$ cat src/rtl/tcw_pkg.sv
// ----------------------------------------------------------------------------
// Text console writer package
// Shared word types, action codes and the controller/datapath interface.
// ----------------------------------------------------------------------------
package tcw_pkg;

  // Action codes carried in the input word.
  typedef enum logic [1:0] {
    ACT_STREAM = 2'd0,
    ACT_PLACE  = 2'd1,
    ACT_READ   = 2'd2,
    ACT_CLEAR  = 2'd3
  } action_e;

  localparam int CURSOR_W = 11;
  localparam int CELL_W   = 16;

  localparam logic [CELL_W-1:0] BLANK_CELL = 16'h0720;
  localparam logic [7:0]        CH_NUL     = 8'h00;
  localparam logic [7:0]        CH_TAB     = 8'h09;
  localparam logic [7:0]        CH_NEWLINE = 8'h0A;
  localparam logic [7:0]        CH_SPACE   = 8'h20;

  // Input word.
  typedef struct packed {
    action_e    action;
    logic [7:0] char_code;
    logic [7:0] color;
    logic [6:0] column;
    logic [4:0] row;
  } in_t;

  // Result word.
  typedef struct packed {
    logic [CELL_W-1:0]   cell_value;
    logic [CURSOR_W-1:0] cursor_position;
    logic                scrolled;
    logic                bad_position;
  } out_t;

  // Commands from the controller to the datapath.
  typedef struct packed {
    logic accept;  // latch the input word
    logic exec;    // first step of the latched word
    logic copy;    // one step of the scroll copy
    logic fill;    // write one blank cell at the sweep counter
    logic emit;    // load the result register
  } ctrl_cmd_t;

  // Status from the datapath to the controller.
  typedef struct packed {
    action_e action;
    logic    on_screen;
    logic    need_scroll;
    logic    copy_last;
    logic    fill_last;
  } dp_status_t;

endpackage

$ cat src/rtl/tcw_ctrl.sv
// ----------------------------------------------------------------------------
// Text console writer controller
// Sequences reset sweep, word execution, read wait, scroll copy and fill.
// ----------------------------------------------------------------------------
module tcw_ctrl (
  input  logic                clk_i,
  input  logic                rst_ni,
  input  logic                start,
  output logic                busy,
  input  tcw_pkg::dp_status_t status_i,
  output tcw_pkg::ctrl_cmd_t  cmd_o
);

  typedef enum logic [5:0] {
    S_INIT = 6'b000001,
    S_IDLE = 6'b000010,
    S_EXEC = 6'b000100,
    S_READ = 6'b001000,
    S_COPY = 6'b010000,
    S_FILL = 6'b100000
  } state_e;

  state_e state_q, state_d;

  // Next state and command decode.
  always_comb begin
    state_d = state_q;
    cmd_o   = '0;
    busy    = 1'b1;
    unique case (state_q)
      S_INIT: begin
        cmd_o.fill = 1'b1;
        if (status_i.fill_last) begin
          state_d = S_IDLE;
        end
      end
      S_IDLE: begin
        busy = 1'b0;
        if (start) begin
          cmd_o.accept = 1'b1;
          state_d      = S_EXEC;
        end
      end
      S_EXEC: begin
        cmd_o.exec = 1'b1;
        unique case (status_i.action)
          tcw_pkg::ACT_STREAM: begin
            if (status_i.need_scroll) begin
              state_d = S_COPY;
            end else begin
              cmd_o.emit = 1'b1;
              state_d    = S_IDLE;
            end
          end
          tcw_pkg::ACT_PLACE: begin
            cmd_o.emit = 1'b1;
            state_d    = S_IDLE;
          end
          tcw_pkg::ACT_READ: begin
            if (status_i.on_screen) begin
              state_d = S_READ;
            end else begin
              cmd_o.emit = 1'b1;
              state_d    = S_IDLE;
            end
          end
          tcw_pkg::ACT_CLEAR: begin
            state_d = S_FILL;
          end
          default: begin
            state_d = S_IDLE;
          end
        endcase
      end
      S_READ: begin
        cmd_o.emit = 1'b1;
        state_d    = S_IDLE;
      end
      S_COPY: begin
        cmd_o.copy = 1'b1;
        if (status_i.copy_last) begin
          state_d = S_FILL;
        end
      end
      S_FILL: begin
        cmd_o.fill = 1'b1;
        if (status_i.fill_last) begin
          cmd_o.emit = 1'b1;
          state_d    = S_IDLE;
        end
      end
      default: begin
        state_d = S_IDLE;
      end
    endcase
  end

  // State register.
  always_ff @(posedge clk_i or negedge rst_ni) begin
    if (!rst_ni) begin
      state_q <= S_INIT;
    end else begin
      state_q <= state_d;
    end
  end

endmodule

$ cat config.mk
export PLATFORM = sky130hd
export DESIGN_NAME = tcw_ctrl
export DESIGN_NICKNAME = d
export VERILOG_FILES = /design/src/rtl/tcw_pkg.sv /design/src/rtl/tcw_ctrl.sv
export SDC_FILE = /design/constraint.sdc
export NUM_CORES = 1
export LEC_CHECK = 0
export ABC_AREA = 1
export BUFFER_PORTS_ARGS = -buffer_cell sky130_fd_sc_hd__buf_2
export CAP_MARGIN = 20
export CORE_AREA = 2 2 39 41
export CTS_BUF_LIST = sky130_fd_sc_hd__clkbuf_8
export DETAILED_ROUTE_END_ITERATION = 16
export DIE_AREA = 0 0 41 43
export GPL_TIMING_DRIVEN = 0
export PLACE_DENSITY = 0.54
export SYNTH_ARGS = -nofsm -noshare
export SYNTH_HDL_FRONTEND = slang
export SYNTH_SLANG_ARGS = --single-unit
$ cat constraint.sdc
create_clock -name clk_i -period 1.2 [get_ports clk_i]
set_input_delay 0.18 -clock clk_i [delete_from_list [all_inputs] [get_ports clk_i]]
set_output_delay 0.18 -clock clk_i [all_outputs]
set_load 0.01 [all_outputs]
# == Word level (Yosys, flattened, before mapping) ==
# Cells that the tools add are included.
# classes
n_div,0
n_reduce_logical,3
mul,0
shift,0
n_mux,18
eq_ne,12
magnitude_cmp,0
n_bitwise,0
n_addsub,0
# ops
cell,n
$pmux 6 s4,2
$mux 6,3
$mux 1,9
$eq 6x1->1 const B,1
$eq 6x2->1 const B,1
$eq 6x3->1 const B,1
$eq 6x4->1 const B,1
$eq 6x5->1 const B,1
$eq 6x6->1 const B,1
$pmux 1 s3,2
$mux 5,1
$eq 2x2->1 const B,2
$mux 4,1
$ne 2x2->1 const B,2
$reduce_and 3->1,1
$eq 2x1->1 const B,1
$logic_not 2->1,1
$ne 2x1->1 const B,1
$reduce_or 2->1,1
# totals
latchBits,0
elab_cells,34
register_bits,6
output_inout_bits,6
n_memories,0
mem_bits_ro,0
in_bits,9
mem_bits_rw,0

# == Longest topological paths before layout ==
# Gate-level depths: netlist of run 1.
# depth
ltp_word,4
ltp_mapped,8
ltp_nobuf,8

# == Worst setup path before layout of run 1 ==
# OpenSTA, ideal clock, no wires.
# synth_timing
path_type,register to output
from,reg state_q[0]
to,out cmd_o[0] in the netlist's numbering
n_path_buf,0
stages_incl_launch_ff,6
t_required_ps,1020
setup_slack_ps,-45
arrival_ps,1065
path_cell_list,dfstp_2 -> nor2_2 -> nand3_2 -> clkinv_1 -> nand2_1 -> o221ai_1
# synth_rtl
item,line,text
start: declaration,tcw_ctrl.sv:23,"state_e state_q, state_d;"
start signal: assignment,tcw_ctrl.sv:103,state_q <= state_d;
end: declaration,tcw_ctrl.sv:11,output tcw_pkg::ctrl_cmd_t cmd_o

==> results of run 1 <==
-- area by class of cell --
type / instances / area [um^2] / share of cell area, %
Multi-Input combinational cell: 40 / 267 / 38.0
Timing Repair Buffer: 25 / 163 / 23.2
Clock buffer: 3 / 41.3 / 5.88
Tap cell: 16 / 20.0 / 2.85
Clock inverter: 1 / 3.75 / 0.535
Inverter: 13 / 53.8 / 7.66
Sequential cell: 6 / 154 / 21.9
-- worst min-delay path by stage --
stage,to,slack (ps),cells after the start
global route,state_q[3]$_DFFE_PN0P_,160,2
floorplan,state_q[1]$_DFFE_PN0P_,-120,0
CTS,state_q[3]$_DFFE_PN0P_,150,2
global placement,state_q[5]$_DFFE_PN0P_,10,1
detailed placement,state_q[5]$_DFFE_PN0P_,20,1
finish,state_q[3]$_DFFE_PN0P_,150,2
-- cells in the mapped netlist --
| library cell | instances |
|---|---|
| clkinv_1 | 1 |
| dfrtp_1 | 5 |
| nor2_2 | 1 |
| nand2_2 | 1 |
| nand4_1 | 2 |
| nand2_1 | 12 |
| o21ai_1 | 1 |
| nand3_2 | 1 |
| dfstp_2 | 1 |
| nor2_4 | 2 |
| nor2_1 | 7 |
| inv_2 | 1 |
| inv_1 | 11 |
| o21ai_2 | 1 |
| o221ai_1 | 1 |
| o21ai_0 | 2 |
| nand3_1 | 7 |
| nor4_1 | 1 |
| a21boi_1 | 1 |
-- critical path, cell delays in order, from the launching register on --
cell and delay, ps:
dfrtp_2 440, nor2_4 170, buf_6 130, nand3_1 110, inv_1 70, buf_2 120
-- logic make-up (layout without fill, tap and decap cells) --
| kind of cell | Yosys count | after routing | share of synthesized area, % |
|---|---|---|---|
| compound gates | 6 | 6 | 9.76 |
| simple gates | 34 | 34 | 41.5 |
| flops | 6 | 6 | 36.9 |
| buf+inv | 13 | 42 | 11.9 |
-- cell usage in the layout (no fill, tap or decap), types with 2 or more instances in the layout --
cell      netlist  routed
nand4_1         2       2
buf_2           0      14
inv_1          11      12
nor2_1          7       5
o21ai_2         1       2
nor2_4          2       4
dfrtp_1         5       3
nand3_1         7       5
dfrtp_2         0       2
nand3_2         1       2
nand2_1        12      11
buf_6           0       2
buf_4           0       8
clkbuf_8        0       3
-- what timing repair did --
action,CTS,global route
pin swaps,7,3
buffers inserted,8,2
hold endpoints to repair,6,0
hold buffers,1,0
gates resized for setup,12,5
endpoints found under the setup margin,9,11
-- power breakdown --
group / switching, W / internal, W
clock network: 0.0000904 / 0.000220
logic: 0.000348 / 0.000306
registers: 0.0000425 / 0.000241
-- per-stage QoR --
stage               worst slack, ps  hold WS, ps
floorplan                      40.3         -116
global placement               -130         12.8
detailed placement             -137         16.3
CTS                            -237          151
global route                   -292          160
finish                         -237          148
-- per-layer routing --
metal  up-vias  global-route usage, %  wire [um]
met2        13                   19.4        545
met1       199                   17.8        473
li1        244                      -          -
met5         -                      0          0
met4         0                   14.0         25
met3         4                   1.57         36
==> summary.txt, run 1 <==
Run status
  – Status: finished with violations
  – Failing checks: negative setup slack

Timing
  – RSZ-0062 raised after global routing: yes
  – Post-route clock period utilization: 120%
  – Max-slew headroom: 86.5%
  – Slew @ Worst Pin: 202 ps
  – Count of final setup violators: 9
  – Max Fclk: a little under 700 MHz
  – Crit path time final: around 1400 ps
  – Setup tns final: -1540 ps
  – Slack of the critical path: -237 ps
  – Clk_skew: 4.98 ps
  – Final Hold Fails: 0
  – Slew Limit Fails: 0

Routing
  – Post-DRT Antenna Nets: 0
  – DRC viols: 0
  – Via/cell ratio: 4.42
  – WL per Instance: 10.4 um
  – 1st-iter DRT viols: 9
  – 1st-pass router iterations: 4
  – Total Wirelength: around 1.1 mm
  – Vias: 460

Clocking
  – Worst-path clk slew: 40 ps
  – Sink Count: 6
  – CTS tree: built
  – Htree depth: 1
  – CTS Buf Count: 3
  – Clk buf depth: 2
  – Clk root buf: clkbuf_8
  – Clk_lat worst skew: about 230 ps

Floorplan
  – Die W: between 40 and 50 um
  – Rows: 14
  – Die Ht: 43 um
  – DIE AREA: 1760 um^2
  – Core area: 1380 um^2
  – I/O Pins: 15
  – Initial Util: 29.7%

Min path
  – Worst hold path startpoint: status_i[4]
  – HP Class: in2reg

Global routing
  – Largest net degree at the start of global routing: 7
  – Initial antenna violation count: 0
  – GRT Total Usage: 14.2%
  – Grt total ovfl: 0
  – Vias in the first global route: 399
  – First-pass GRT wire length: 1.60 mm

Critical path
  – Reg2Reg Setup Slack: -190 ps
  – Worst-path fanout max: 5
  – Crit path DAT: 1260 ps
  – Worst r2r dst: state_q[1]$_DFFE_PN0P_
  – Kind of critical path: reg2out
  – Critical Path End Type: primary output
  – Critical path startpoint: state_q[3]$_DFFE_PN0P_
  – Required @ worst endpoint: 1020 ps
  – Worst Setup Start Kind: flip-flop
  – R2R Path Start: state_q[0]$_DFFE_PN1P_
  – Worst Reg-to-Reg Cells: 9
  – Worst setup path end: cmd_o[2]

Finish
  – Fin area: between 700 and 800 um^2
  – Fillers: 133
  – Top flop regs: state_q x6
  – Layout net count: 98
  – Number of flip-flops in the largest register: 6
  – Layout cell share with drive strength beyond 1: 52.3%
  – P&R area growth vs syn: 71.0%
  – Largest register by flop count: state_q
  – Post-layout util: 50.7%
  – Layout Cells excl Fill: 104
  – Antenna diodes: 0

Yosys
  – Area contributors post-synth: dfrtp_1, nand2_1, inv_1
  – Mapped Nets: 68
  – Sequential area share after synthesis: between 30% and 40%
  – Average size of a mapped cell: between 6 and 7 um^2
  – Yosys cell types: 19
  – Cell taking the most area after synthesis: dfrtp_1
  – Share of the synthesized area in the top cell type: 30.5%
  – Post-Syn Area: 410 um^2
  – FF+latch count, synth: 6
  – Yosys warnings: 0
  – Post-Synthesis Cells: 59

Placement
  – Gpl congestion: slightly above 0.7
  – Port-buffer cells: 14
  – Dpl cells: 89
  – DP HPWL: approximately 730 um
  – Placed Area: 508 um^2

Power and ir drop
  – Pleak: 0.389 nW
  – Max VDD drop: 0.735 mV
  – Cell Pwr Density: ~1800 nW/um^2
  – Overall power: about 0.0012 W

Job
  – Max Cap Viol: 0
No activity file was read; power rests on OpenSTA's default activity.
==> run 2: changes to the inputs <==
--- a/config.mk
+++ b/config.mk
@@ -5,7 +5,6 @@
 export SDC_FILE = /design/constraint.sdc
 export NUM_CORES = 1
 export LEC_CHECK = 0
-export ABC_AREA = 1
 export BUFFER_PORTS_ARGS = -buffer_cell sky130_fd_sc_hd__buf_2
 export CAP_MARGIN = 20
 export CORE_AREA = 2 2 39 41
@@ -13,7 +12,7 @@
 export DETAILED_ROUTE_END_ITERATION = 16
 export DIE_AREA = 0 0 41 43
 export GPL_TIMING_DRIVEN = 0
-export PLACE_DENSITY = 0.54
+export PLACE_DENSITY = 0.53
 export SYNTH_ARGS = -nofsm -noshare
 export SYNTH_HDL_FRONTEND = slang
 export SYNTH_SLANG_ARGS = --single-unit
==> run 2 against run 1 <==
The flow still finishes with violations (negative setup slack). First-iteration DRC count fell by 89%. Register-to-register slack got worse by 90 ps. Cell area fell by 7.7%. Fmax fell by 3.4%. Clock-buffer cell count did not move. Total power fell by 7.6%. Critical endpoint is now cmd_o[0]. Sequential share of layout area rose by 2.2 points. Die area did not move. Sequential power rose by 9.5%.
==> summary.txt, run 2 <==
Finish
  – Number of flip-flops in the largest register: 6 (unchanged)
  – Layout cell share with drive strength beyond 1: 58.3% (+6.1 points)
  – Multi-input logic area: 262 um^2 (-1.9%)
  – Register Area: 156 um^2 (+1.6%)
  – Fin area: 648 um^2 (-7.7%)
  – Layout net count: 82 (-16%)
  – Post-layout util: 46.8% (-3.9 points)
  – Most common cell after layout, fill and taps aside: buf_2
  – Antenna diodes: 0 (unchanged)
  – Top flop regs: state_q x6
  – Most frequent cells in the layout: buf_2, buf_4
  – P&R area growth vs syn: 63.4%
  – Fillers: 153 (+15%)
  – Largest register by flop count: state_q

Yosys
  – EDFF count, synth: 0 (unchanged)
  – Post-Syn Area: 397 um^2 (-3.4%)
  – Share of the synthesized area in the top cell type: 31.5% (+1.1 points)
  – Synth async-reset ratio: 100% (unchanged)
  – Cell taking the most area after synthesis: dfrtp_1
  – Main synth FF type: dfrtp_1
  – Most common cell in the synthesized netlist: o21ai_0
  – Sequential area share after synthesis: 38.2% (+1.3 points)
  – Yosys warnings: 0 (unchanged)
  – Post-Synthesis Cells: 46 (-22%)
  – FF+latch count, synth: 6 (unchanged)
  – Synth cell count leaders: o21ai_0, dfrtp_1, nor2_1
  – Mapped Nets: 55 (-19%)
  – Yosys cell types: 21 (+2)
  – Average size of a mapped cell: 8.62 um^2 (+24%)
  – Area contributors post-synth: dfrtp_1, o21ai_0, dfstp_2

Job
  – Max Cap Viol: 0 (unchanged)

Global routing
  – First-pass GRT wire length: 1.58 mm (-1.3%)
  – Initial antenna violation count: 0 (unchanged)
  – Largest net degree at the start of global routing: 9 (+2)
  – Vias in the first global route: 394 (-1.3%)
  – Grt total ovfl: 0 (unchanged)
  – GRT Total Usage: 13.0% (-1.2 points)

Critical path
  – Worst-path fanout max: 7 (+2)
  – Critical Path End Type: primary output
  – Kind of critical path: reg2out
  – Worst Setup Start Kind: flip-flop
  – Crit path DAT: 1310 ps (+50 ps)
  – Required @ worst endpoint: 1020 ps (about the same)

Clocking
  – Worst-path clk slew: 40 ps (about the same)
  – Clk buf depth: 2 (unchanged)
  – Sink Count: 6 (unchanged)
  – CTS Buf Count: 3 (unchanged)
  – CTS tree: built
  – Clk root buf: clkbuf_8
  – Htree depth: 1 (unchanged)
  – Clk_lat worst skew: 220 ps (about the same)

Timing
  – Max Fclk: 672 MHz (-3.4%)
  – Clk_skew: 4.93 ps (-0.0458 ps)
  – Final Hold Fails: 0 (unchanged)
  – Crit path time final: 1490 ps (+50.7 ps)
  – Post-route clock period utilization: 124% (+4.2 points)
  – Slew @ Worst Pin: 347 ps (+145 ps)
  – Slack of the critical path: -288 ps (-50.7 ps)
  – Count of final setup violators: 11 (+2)
  – Max-slew headroom: 76.7% (-9.9 points)
  – RSZ-0062 raised after global routing: yes
  – Slew Limit Fails: 0 (unchanged)

Placement
  – Port-buffer cells: 14 (unchanged)
  – Gpl congestion: 0.630 (-12%)
  – DP HPWL: 705 um (-3.0%)
  – Placed Area: 493 um^2 (-3.0%)

Power and ir drop
  – Pleak: 0.325 nW (-17%)
  – Max VDD drop: 0.890 mV (+21%)
  – Cell Pwr Density: 1780 nW/um^2 (about the same)

Floorplan
  – Die Ht: 43 um (unchanged)
  – Die W: 41 um (unchanged)
  – I/O Pins: 15 (unchanged)
  – Core area: 1380 um^2 (unchanged)
  – Rows: 14 (unchanged)
  – DIE AREA: 1760 um^2 (unchanged)
  – Initial Util: 28.7% (-0.99 points)

Routing
  – DRC viols: 0 (unchanged)
  – Via/cell ratio: 4.68 (+5.8%)
  – WL per Instance: 11.7 um (+13%)
  – 1st-pass router iterations: 2 (-2)
  – Total Wirelength: 1.03 mm (-4.5%)
  – 1st-iter DRT viols: 1 (-8)
  – Post-DRT Antenna Nets: 0 (unchanged)
  – Vias: 412 (-10%)

Min path
  – HP Class: in2reg

Run status
  – Failing checks: negative setup slack
  – Status: finished with violations
run 2: final cells by class:
cell class,instances,share of cell area (%)
flip-flops and latches,6,24.1
repair buffers,22,21.4
multi-input cells,35,40.3
inverters,4,2.32
plain buffers,1,1.74
well taps,16,3.09
clock inverters,1,0.579
clock buffers,3,6.37
run 2: metrics by stage:
stage / setup WS, ps / power [W] / instances / setup TNS (ps) / hold slack (ps)
2_1_floorplan: -213 / 0.000563 / 46 / -254 / -116
3_3_place_gp: -333 / 0.000677 / 76 / -1270 / 6.41
3_5_place_dp: -332 / 0.000680 / 76 / -1280 / 8.28
4_1_cts: -274 / 0.00114 / 88 / -2120 / 165
5_1_grt: -363 / 0.00123 / 88 / -3070 / 189
6_report: -288 / 0.00115 / 88 / -2120 / 175
run 2: cell families (layout without fill, tap and decap cells):
family / Yosys count / count (layout) / synth area share (%)
AND/OR/NAND/NOR: 21 / 21 / 27.4
flip-flops: 6 / 6 / 38.2
buffers and inverters: 5 / 31 / 6.62
AO/OA/AOI/OAI: 10 / 10 / 18.0
multiplexers: 2 / 2 / 5.36
XOR/XNOR: 2 / 2 / 4.42
run 2: worst paths after layout:
kind / from / endpoint / slack [ps] / depth (start not counted)
max: state_q[1]$_DFFE_PN0P_ / cmd_o[0] / -290 / 5
min: status_i[4] / state_q[3]$_DFFE_PN0P_ / 170 / 2
max reg2reg: state_q[0]$_DFFE_PN1P_ / state_q[5]$_DFFE_PN0P_ / -280 / 4
min reg2reg: state_q[5]$_DFFE_PN0P_ / state_q[5]$_DFFE_PN0P_ / 640 / 2
max in group asynchronous: rst_ni / state_q[0]$_DFFE_PN1P_ / 650 / 2
min in group asynchronous: rst_ni / state_q[5]$_DFFE_PN0P_ / 320 / 2
run 2: what timing repair did:
action,4_1_cts,5_1_grt
endpoints found under the setup margin,11,11
hold buffers,1,0
pin swaps,4,2
setup buffers,7,0
resized for setup,10,5
endpoints found under the hold margin,6,0
cloned,0,0
run 2: report_power, final:
group	internal (W)	switching, W
Combinational	0.000294	0.000249
Sequential	0.000247	0.0000635
Clock	0.000219	0.0000804
Total	0.000760	0.000393
run 2: critical path: stages (launching register included):
cell and delay [ps]:
dfrtp_2 440, nor3_2 230, buf_4 140, nand3b_1 90, o21ai_2 60, buf_2 130
run 2: metal layers:
layer / track usage, % / share of wire (%)
met5: 0 / 0
met4: 4.00 / 0
met3: 3.14 / 3.8
met2: 21.6 / 53
met1: 15.5 / 43
==> run 3: changes to the inputs <==
--- a/config.mk
+++ b/config.mk
@@ -8,7 +8,7 @@
 export BUFFER_PORTS_ARGS = -buffer_cell sky130_fd_sc_hd__buf_2
 export CAP_MARGIN = 20
 export CORE_AREA = 2 2 39 41
-export CTS_BUF_LIST = sky130_fd_sc_hd__clkbuf_8
+export CTS_BUF_LIST = sky130_fd_sc_hd__clkbuf_2 sky130_fd_sc_hd__clkbuf_4 sky130_fd_sc_hd__clkbuf_8
 export DETAILED_ROUTE_END_ITERATION = 16
 export DIE_AREA = 0 0 41 43
 export GPL_TIMING_DRIVEN = 0
==> run 3 against run 2 <==
The run still ends with negative setup slack left. Sequential power down 2%. Sequential share of layout area is 2.8 points lower. Fmax fell by 1.6%. Die area did not move. Setup slack got worse by 24 ps. Clock-buffer cell count up 1. Cell area increased by 13%. Register-to-register slack worse by 30 ps. Via count is 11% higher. Combinational power grew 38%. Clock power is 28% lower.
==> summary.txt, run 3 (synthesized netlist as in run 2, its figures left out) <==
Floorplan
  – Core area: 1380 um^2 (unchanged)
  – Initial Util: 28.7% (unchanged)
  – I/O Pins: 15 (unchanged)
  – Rows: 14 (unchanged)
  – Die Ht: 43 um (unchanged)
  – Die W: 41 um (unchanged)
  – DIE AREA: 1760 um^2 (unchanged)

Clocking
  – Worst-path clk slew: 50 ps (about the same)
  – Clk_lat worst skew: 240 ps (+20 ps)
  – Clk buf depth: 2 (unchanged)
  – CTS tree: built
  – Htree depth: 1 (unchanged)
  – Clk root buf: clkbuf_4
  – CTS Buf Count: 3 (unchanged)
  – Sink Count: 6 (unchanged)

Routing
  – 1st-iter DRT viols: 5 (+4)
  – Total Wirelength: 1.18 mm (+14%)
  – Post-DRT Antenna Nets: 0 (unchanged)
  – WL per Instance: 12.4 um (+5.6%)
  – Vias: 459 (+11%)
  – 1st-pass router iterations: 3 (+1)
  – DRC viols: 0 (unchanged)
  – Via/cell ratio: 4.83 (+3.2%)

Critical path
  – Cell Chain, Critical Path: xor2_1, nand3b_1, o221ai_2, mux2_4
  – Max stage delay on crit path: 590 ps (+150 ps)
  – Required @ worst endpoint: 1320 ps (+300 ps)
  – Worst-path fanout max: 4 (-3)
  – Worst Setup Start Kind: flip-flop
  – Kind of critical path: reg2reg
  – Crit path DAT: 1630 ps (+320 ps)
  – Critical Path End Type: flip-flop
  – Slowest CP cell: dfstp_2

Run status
  – Status: finished with violations
  – Failing checks: negative setup slack

Timing
  – Max-slew headroom: 74.7% (-1.9 points)
  – Crit path time final: 1510 ps (+23.7 ps)
  – Final Hold Fails: 0 (unchanged)
  – RSZ-0062 raised after global routing: yes
  – Slew Limit Fails: 0 (unchanged)
  – Max Fclk: 661 MHz (-1.6%)
  – Slack of the critical path: -312 ps (-23.7 ps)
  – Clk_skew: 7.25 ps (+2.32 ps)
  – Count of final setup violators: 10 (-1)
  – Post-route clock period utilization: 126% (+2.0 points)
  – Slew @ Worst Pin: 375 ps (+28.4 ps)

Finish
  – Layout net count: 89 (+8.5%)
  – Number of flip-flops in the largest register: 6 (unchanged)
  – Largest register by flop count: state_q
  – P&R area growth vs syn: 84.9%
  – Most common cell after layout, fill and taps aside: buf_2
  – Antenna diodes: 0 (unchanged)
  – Top flop regs: state_q x6
  – Post-layout util: 53.0% (+6.1 points)
  – Most frequent cells in the layout: buf_2, buf_4, buf_6
  – Fin area: 733 um^2 (+13%)
  – Layout cell share with drive strength beyond 1: 67.1% (+8.8 points)

Placement
  – Gpl congestion: 0.630 (unchanged)
  – DP HPWL: 705 um (unchanged)
  – Placed Area: 493 um^2 (unchanged)
  – Port-buffer cells: 14 (unchanged)

Power and ir drop
  – Switching pwr: 0.000444 W (+13%)
  – Sequential group share of total power: 24.0% (-3.0 points)
  – Max VDD drop: 0.783 mV (-12%)
  – Combinational Power Share: 59.1% (+12 points)
  – Pleak: 0.373 nW (+15%)
  – Clock network power share: 16.9% (-9.1 points)
  – Sw frac: 34.9% (+0.82 points)
  – Cell Pwr Density: 1730 nW/um^2 (-2.5%)
  – P_int: 0.000828 W (+8.9%)

Global routing
  – Grt total ovfl: 0 (unchanged)
  – Largest net degree at the start of global routing: 9 (unchanged)
  – Initial antenna violation count: 0 (unchanged)
  – GRT Total Usage: 15.7% (+2.7 points)
  – First-pass GRT wire length: 1.85 mm (+17%)
  – Vias in the first global route: 444 (+13%)

Job
  – Max Cap Viol: 0 (unchanged)

Min path
  – HP Class: in2reg
run 3: power by group through the flow:
stage	Clock, W	Combinational, W	Sequential (W)
finish	0.000215	0.000751	0.000305
global route	0.000238	0.000821	0.000307
CTS	0.000230	0.000705	0.000301
detailed placement	0	0.000379	0.000302
global placement	0	0.000377	0.000300
floorplan	0	0.000277	0.000286
run 3: cell type report:
cell class                 count  area (um^2)
clock buffer                   4         30.0
tap                           16         20.0
sequential                     6          156
timing repair buffer          29          206
multi-input combinational     35          294
buffer                         1         11.3
inverter                       4         15.0
fill                         142          651
run 3: critical path: cells and delay by family, from the launching register on:
family / cells / cell delay (ps)
xor gates and xnor gates: 1 / 150
DFF: 1 / 590
and+or+nand+nor: 1 / 130
muxes: 1 / 330
AOI/OAI and AO/OA: 1 / 200
run 3: per-stage QoR:
step	setup TNS (ps)	setup slack (ps)	total power (W)	hold slack (ps)	instances
6_report	-2250	-312	0.00127	152	95
3_3_place_gp	-1270	-333	0.000677	6.41	76
3_5_place_dp	-1280	-332	0.000680	8.28	76
2_1_floorplan	-254	-213	0.000563	-116	46
4_1_cts	-2180	-276	0.00124	133	95
5_1_grt	-3010	-386	0.00137	154	95
run 3: path summary, 6_finish.rpt:
check,start,to,slack [ps],cells after the start
worst min-delay path,status_i[1],state_q[4]$_DFFE_PN0P_,150,2
worst min register to register,state_q[5]$_DFFE_PN0P_,state_q[5]$_DFFE_PN0P_,650,2
worst max-delay path,state_q[0]$_DFFE_PN1P_,state_q[5]$_DFFE_PN0P_,-310,4
worst max register to register,state_q[0]$_DFFE_PN1P_,state_q[5]$_DFFE_PN0P_,-310,4
min in group asynchronous,rst_ni,state_q[5]$_DFFE_PN0P_,280,2
max in group asynchronous,rst_ni,state_q[0]$_DFFE_PN1P_,690,2
run 3: per-layer routing:
layer	up-vias	global-route usage, %	routed length (um)
met1	214	16.8	478
li1	230	-	-
met5	-	0	0
met3	2	3.14	44
met4	0	6.00	5
met2	13	27.8	646
run 3: what timing repair did:
item / CTS / global route
pin swaps: 9 / 7
hold buffers: 1 / 0
gates resized for setup: 16 / 8
endpoints found under the hold margin: 6 / 0
setup endpoints to repair: 11 / 12
setup buffers: 14 / 2
